**src/rtl/core/c8x_pkg.sv**
```systemverilog
// Shared types, constants and decode helpers for the CHIP-8 execute block.
package c8x_pkg;

  localparam int MEM_BYTES   = 4096;
  localparam int SCREEN_W    = 64;
  localparam int SCREEN_H    = 32;
  localparam int STACK_DEPTH = 16;

  localparam int MEM_AW = $clog2(MEM_BYTES);
  localparam int ROW_AW = $clog2(SCREEN_H);
  localparam int COL_AW = $clog2(SCREEN_W);
  localparam int SP_W   = $clog2(STACK_DEPTH);

  localparam logic [MEM_AW-1:0] START_PC   = 12'h200;
  localparam logic [MEM_AW-1:0] FONT_BYTES = 12'd80;
  localparam logic [3:0]        REG_VF     = 4'hF;

  localparam logic [1:0] FN_LOAD  = 2'd0;
  localparam logic [1:0] FN_EXEC  = 2'd1;
  localparam logic [1:0] FN_TICK  = 2'd2;
  localparam logic [1:0] FN_PIXEL = 2'd3;

  localparam logic [7:0] FONT_ROM [80] = '{
    8'hF0, 8'h90, 8'h90, 8'h90, 8'hF0, 8'h20, 8'h60, 8'h20, 8'h20, 8'h70,
    8'hF0, 8'h10, 8'hF0, 8'h80, 8'hF0, 8'hF0, 8'h10, 8'hF0, 8'h10, 8'hF0,
    8'h90, 8'h90, 8'hF0, 8'h10, 8'h10, 8'hF0, 8'h80, 8'hF0, 8'h10, 8'hF0,
    8'hF0, 8'h80, 8'hF0, 8'h90, 8'hF0, 8'hF0, 8'h10, 8'h20, 8'h40, 8'h40,
    8'hF0, 8'h90, 8'hF0, 8'h90, 8'hF0, 8'hF0, 8'h90, 8'hF0, 8'h10, 8'hF0,
    8'hF0, 8'h90, 8'hF0, 8'h90, 8'h90, 8'hE0, 8'h90, 8'hE0, 8'h90, 8'hE0,
    8'hF0, 8'h80, 8'h80, 8'h80, 8'hF0, 8'hE0, 8'h90, 8'h90, 8'h90, 8'hE0,
    8'hF0, 8'h80, 8'hF0, 8'h80, 8'hF0, 8'hF0, 8'h80, 8'hF0, 8'h80, 8'h80
  };

  typedef enum logic [4:0] {
    CL_SYS, CL_CLS, CL_RET, CL_JP, CL_CALL, CL_SE, CL_SNE, CL_LDK, CL_ADDK,
    CL_MOV, CL_AND, CL_ADDC, CL_SUB, CL_LDI, CL_RND, CL_DRW, CL_SKNP,
    CL_GETDT, CL_SETDT, CL_SETST, CL_ADDI, CL_FONT, CL_BCD, CL_LDM, CL_BAD
  } cls_t;

  typedef enum logic [14:0] {
    ST_CLR  = 15'h0001,
    ST_IDLE = 15'h0002,
    ST_FHI  = 15'h0004,
    ST_FLO  = 15'h0008,
    ST_RD   = 15'h0010,
    ST_EX   = 15'h0020,
    ST_W2   = 15'h0040,
    ST_CLS  = 15'h0080,
    ST_BCD  = 15'h0100,
    ST_LDM  = 15'h0200,
    ST_DRA  = 15'h0400,
    ST_DRB  = 15'h0800,
    ST_DRV  = 15'h1000,
    ST_PIX  = 15'h2000,
    ST_DONE = 15'h4000
  } state_t;

  typedef struct packed {
    state_t st;
    cls_t   cls;
    logic   accept;
  } c8x_cmd_t;

  typedef struct packed {
    logic [15:0]       op;
    logic [MEM_AW-1:0] cnt;
    logic              out_busy;
  } c8x_sts_t;

  function automatic logic [7:0] font_byte(input logic [MEM_AW-1:0] a);
    logic [7:0] b;
    b = 8'h00;
    if (a < FONT_BYTES) b = FONT_ROM[a[6:0]];
    return b;
  endfunction

  function automatic cls_t c8x_decode(input logic [15:0] op);
    cls_t c;
    c = CL_BAD;
    case (op[15:12])
      4'h0: begin
        case (op[7:0])
          8'h00:   c = CL_SYS;
          8'hE0:   c = CL_CLS;
          8'hEE:   c = CL_RET;
          default: c = CL_BAD;
        endcase
      end
      4'h1: c = CL_JP;
      4'h2: c = CL_CALL;
      4'h3: c = CL_SE;
      4'h4: c = CL_SNE;
      4'h6: c = CL_LDK;
      4'h7: c = CL_ADDK;
      4'h8: begin
        case (op[3:0])
          4'h0:    c = CL_MOV;
          4'h2:    c = CL_AND;
          4'h4:    c = CL_ADDC;
          4'h5:    c = CL_SUB;
          default: c = CL_BAD;
        endcase
      end
      4'hA: c = CL_LDI;
      4'hC: c = CL_RND;
      4'hD: c = CL_DRW;
      4'hE: c = CL_SKNP;
      4'hF: begin
        case (op[7:0])
          8'h07:   c = CL_GETDT;
          8'h15:   c = CL_SETDT;
          8'h18:   c = CL_SETST;
          8'h1E:   c = CL_ADDI;
          8'h29:   c = CL_FONT;
          8'h33:   c = CL_BCD;
          8'h65:   c = CL_LDM;
          default: c = CL_BAD;
        endcase
      end
      default: c = CL_BAD;
    endcase
    return c;
  endfunction

endpackage

```
**src/rtl/core/c8x_ctrl.sv**
```systemverilog
// Sequencing state machine for the CHIP-8 execute block.
module c8x_ctrl import c8x_pkg::*; (
  input  logic       clk,
  input  logic       rst_n,
  input  logic       in_valid,
  input  logic [1:0] in_func,
  input  c8x_sts_t   sts,
  output c8x_cmd_t   cmd,
  output logic       in_stall
);

  state_t     state_r, state_nxt;
  cls_t       cls;
  logic [3:0] opx, opn;
  logic       accept;

  assign cls      = c8x_decode(sts.op);
  assign opx      = sts.op[11:8];
  assign opn      = sts.op[3:0];
  assign accept   = (state_r == ST_IDLE) && in_valid;
  assign in_stall = (state_r != ST_IDLE);

  assign cmd.st     = state_r;
  assign cmd.cls    = cls;
  assign cmd.accept = accept;

  always_comb begin
    state_nxt = state_r;
    case (state_r)
      ST_CLR:  if (sts.cnt == MEM_AW'(MEM_BYTES - 1)) state_nxt = ST_IDLE;
      ST_IDLE: begin
        if (in_valid) begin
          case (in_func)
            FN_EXEC:  state_nxt = ST_FHI;
            FN_PIXEL: state_nxt = ST_PIX;
            default:  state_nxt = ST_DONE;
          endcase
        end
      end
      ST_FHI:  state_nxt = ST_FLO;
      ST_FLO:  state_nxt = ST_RD;
      ST_RD:   state_nxt = ST_EX;
      ST_EX: begin
        case (cls)
          CL_CLS:          state_nxt = ST_CLS;
          CL_ADDC, CL_SUB: state_nxt = ST_W2;
          CL_BCD:          state_nxt = ST_BCD;
          CL_LDM:          state_nxt = (opx == 4'h0) ? ST_DONE : ST_LDM;
          CL_DRW:          state_nxt = (opn == 4'h0) ? ST_DRV : ST_DRA;
          default:         state_nxt = ST_DONE;
        endcase
      end
      ST_W2:   state_nxt = ST_DONE;
      ST_CLS:  if (sts.cnt[ROW_AW-1:0] == ROW_AW'(SCREEN_H - 1)) state_nxt = ST_DONE;
      ST_BCD:  if (sts.cnt[1:0] == 2'd2) state_nxt = ST_DONE;
      ST_LDM:  if (sts.cnt[3:0] == opx) state_nxt = ST_DONE;
      ST_DRA:  state_nxt = ST_DRB;
      ST_DRB:  state_nxt = (sts.cnt[3:0] == opn - 4'd1) ? ST_DRV : ST_DRA;
      ST_DRV:  state_nxt = ST_DONE;
      ST_PIX:  state_nxt = ST_DONE;
      ST_DONE: if (!sts.out_busy) state_nxt = ST_IDLE;
      default: state_nxt = ST_CLR;
    endcase
  end

  always_ff @(posedge clk) begin
    if (!rst_n) begin
      state_r <= ST_CLR;
    end else begin
      state_r <= state_nxt;
    end
  end

  a_reset_clears: assert property (@(posedge clk) !rst_n |=> state_r == ST_CLR)
    else $error("reset did not start the clearing sweep");
  a_accept_leaves_idle: assert property (@(posedge clk) disable iff (!rst_n)
    accept |=> state_r != ST_IDLE)
    else $error("accepted item did not start work");
  a_done_releases: assert property (@(posedge clk) disable iff (!rst_n)
    (state_r == ST_DONE && !sts.out_busy) |=> state_r == ST_IDLE)
    else $error("result stage did not release");
  a_draw_order: assert property (@(posedge clk) disable iff (!rst_n)
    state_r == ST_DRB |-> $past(state_r) == ST_DRA)
    else $error("sprite row write without a row read");

endmodule

```
**config.mk**
```make
export PLATFORM = sky130hd
export DESIGN_NAME = c8x_ctrl
export DESIGN_NICKNAME = d
export VERILOG_FILES = /design/src/rtl/core/c8x_pkg.sv /design/src/rtl/core/c8x_ctrl.sv
export SDC_FILE = /design/constraint.sdc
export NUM_CORES = 1
export LEC_CHECK = 0
export BUFFER_PORTS_ARGS = -buffer_cell sky130_fd_sc_hd__buf_4
export CAP_MARGIN = 10
export CORE_MARGIN = 1.5
export CORE_UTILIZATION = 47
export CTS_BUF_LIST = sky130_fd_sc_hd__clkbuf_2 sky130_fd_sc_hd__clkbuf_4 sky130_fd_sc_hd__clkbuf_8
export CTS_CLUSTER_SIZE = 30
export DETAILED_ROUTE_END_ITERATION = 8
export PLACE_DENSITY = 0.82
export SETUP_SLACK_MARGIN = 0.4
export SYNTH_ARGS = -nofsm -noshare
export SYNTH_HDL_FRONTEND = slang
export SYNTH_SLANG_ARGS = --single-unit
```
**constraint.sdc**
```tcl
create_clock -name clk -period 1.85 [get_ports clk]
set_input_delay 0.185 -clock clk [delete_from_list [all_inputs] [get_ports clk]]
set_output_delay 0.185 -clock clk [all_outputs]
set_load 0.01 [all_outputs]
```
==> results.md <==
- Run status: finished, violations left
- Failing checks: negative setup slack
- Placed Area: approximately 2600 um2
- Via count: ~2600
- Inst Count DP: approximately 360
- Die height: between 60 and 70 um
- Flop2flop setup slack: -190 ps
- Core footprint: roughly 3400 um2
- Antenna cells: 0
- Fin util: 0.932
- Worst Path Max Fanout: 5
- Vias in the first global route: 2272
- Largest net degree at the start of global routing: 16
- First-pass GRT wire length: between 10000 and 15000 um
- CTS Hold Bufs: 0
- Largest cells by area after synthesis: dfxtp_1 18%, xnor2_1 6.3%, ha_1 3.7%, o21ai_0 3.6%, nor2_1 3.6%
- Crit end category: flop
- Final setup margin: -213 ps
- DR top layer: met4
- Most frequent cells in the layout: 101 x buf_4, 19 x buf_6, 14 x nand2_1
- Met2 routed WL: between 4000 and 5000 um
- Finished Layout Cells: approximately 380
- Max-Cap Viols: 0
- CTS tree: built
- Cts bufs inserted: 3
- Area of the multi-input gates: between 1500 and 2000 um2
- Fmax: 0.485 GHz
- Synth unique cells: 62
- Port Buffer Count: 55
- DRT iter0 DRCs: roughly 320
- Largest regs: state_r: 15 flops
- Area leader, netlist: dfxtp_1
- Area Overhead vs Synth: 88.6%
- Top-Level Pins: between 50 and 60
- Leading cell type in the layout, fill and taps excluded: buf_4
- Final hold vios: 0
- Num rows: 21
- Register area share after synthesis: 0.179
- Setup Skew: around 2.3 ps
- Clock Sinks: 15
- FF/Latch Area: around 320 um2
- Detail Placement HPWL: around 4300 um
- Initial antenna violation count: 0
- Synth Register Bits: 15
- Die width: about 63 um
- Predominant post-synthesis flop cell: dfxtp_1
- Critical path arrival: 2270 ps
- Mean Syn Cell Area: roughly 8 um2
- Worst setup SP type: primary input
- WL per Instance: ~24 um
- Nets: 369
- Post-synth EDFFs: 0
- Layout cells sized above 1: 0.626
- GPL Wtd Cong: 0.859
- Peak supply drop: approximately 0.43 mV
- Static Leak: 0.00129 uW
- RSZ-0062 raised after global routing: yes
- Final setup vio count: 9
- Rel. slew slack: 0.735
- Finished Cell Area: around 3200 um2
- Total GRT Usage: 0.348
- # fillers: 107
- Data required, critical path: between 2000 and 2500 ps
- Die area: a little under 4000 um2
- WS Path Type: in -> reg
- Clk pin slew, worst setup/hold paths: about 110 ps
- Yosys warnings: 0
- Longest Clk Path Bufs: 2
- Pwr dens: about 540 nW/um2
- Worst-Skew Late Latency: approximately 330 ps
- HP Class: in -> reg
- Fin crit period: 2060 ps
- Drt via density: slightly below 7
- Pre-CTS setup slack: -297 ps
- Wl on met1: a little over 3000 um
- CTS root buf: clkbuf_4
- Drt drc: 0
- Grt total ovfl: 0
- Drt pass-1 iters: 5
- Met3 Wirelength: between 900 and 1000 um
- Worst-Margin Slew: a little under 400 ps
- Detailed Route WL: around 9000 um
- Syn Inst Count: 214
- H-tree levels: 1
- Slew Viols, Final: 0
- Period utilization: 1.12
- Top-area cell type share of the netlist area: 0.179
- Netlist Area Pre-Place: about 1700 um2
- Initial Utilization: 0.494
- CP peak stage delay: slightly below 400 ps
- Worst path cell trace: buf_12, inv_12, ha_4, nand4bb_1, o22ai_4, or2_4, a211oi_4, buf_6, o21ai_0, a21boi_0, o2bb2ai_1
- Syn nets: roughly 250
- DRT antenna net count: 0
- Max reg flops: 15
- Synth async-reset ratio: 0
- Largest Register: state_r
- Crit path max-delay cell type: a21boi_0
==> kinds of logic (layout without fill, tap and decap cells) <==
logic type               Yosys count  in the layout  share of synthesized area
XOR/XNOR                          15             15                     0.0784
buffers and inverters             19            134                     0.0724
AO/OA/AOI/OAI                     47             47                      0.198
adder cells (fa/ha/maj)            5              5                     0.0373
AND/OR/NAND/NOR                  110            110                      0.417
multiplexers                       3              3                     0.0179
flip-flops                        15             15                      0.179
==> final cells by class <==
cell class	instances	share of cell area
timing repair buffer	124	0.326
tap	46	0.0182
clock buffer	3	0.00713
clock inverter	1	0.00158
inverter	6	0.0150
sequential	15	0.101
multi-input combinational	180	0.531
==> worst max-delay path: cells and delay by family <==
kind,cells,cell delay (ps)
AOI/OAI and AO/OA,5,1130
and+or+nand+nor,2,450
buffers and inverters,3,330
adders and majority gates,1,160
==> synthesized netlist by cell type (3+ instances only) <==
cell type and instances:
a21o_1 4, a21oi_1 7, and3_1 6, buf_2 4, buf_4 4, clkbuf_1 3, dfxtp_1 15, ha_1 5
inv_1 5, mux2i_1 3, nand2_1 14, nand2b_1 4, nand3_1 6, nand3b_1 3, nand4_1 8, nand4b_1 5
nand4bb_1 3, nor2_1 16, nor2b_1 4, nor3_1 6, nor3b_1 5, nor4_1 4, nor4b_1 3, o2111ai_1 3
o21ai_0 12, xnor2_1 12, xor2_1 3
==> what timing repair did <==
action | CTS | global route
gates resized for setup | 41 | 42
cloned | 0 | 0
setup buffers | 13 | 3
endpoints found under the setup margin | 19 | 21
pin swaps | 31 | 27
==> path summary, 6_finish.rpt <==
| check | startpoint | endpoint | cells past startpoint |
|---|---|---|---|
| hold / removal | in_func[1] | state_r[2] | 2 |
| setup reg to reg | state_r[12] | state_r[1] | 7 |
| hold reg to reg | state_r[3] | state_r[3] | 2 |
| setup / recovery | sts[13] | state_r[14] | 11 |
==> metal layers <==
layer,vias up,global-route usage
met5,-,0
met2,257,0.585
met3,92,0.0883
met4,0,0.197
met1,1169,0.401
li1,1037,-
==> where the power goes <==
part	internal [uW]	leakage, uW	switching (uW)	total, uW
logic	521	0.00114	558	1080
registers	355	0.000127	43.3	398
clock network	81.3	0.0000177	150	231
total	957	0.00129	751	1710
==> stage by stage <==
step | TNS (ps) | power (uW) | hold WS, ps
final | -745 | 1710 | 7.16
after global routing | -1920 | 1760 | 1.16
after CTS | 0 | 1480 | 38.6
after detailed placement | -1730 | 1130 | 357
after floorplan | 0 | 955 | 255
after global placement | -865 | 1100 | 372
No activity file was read; power rests on OpenSTA's default activity.
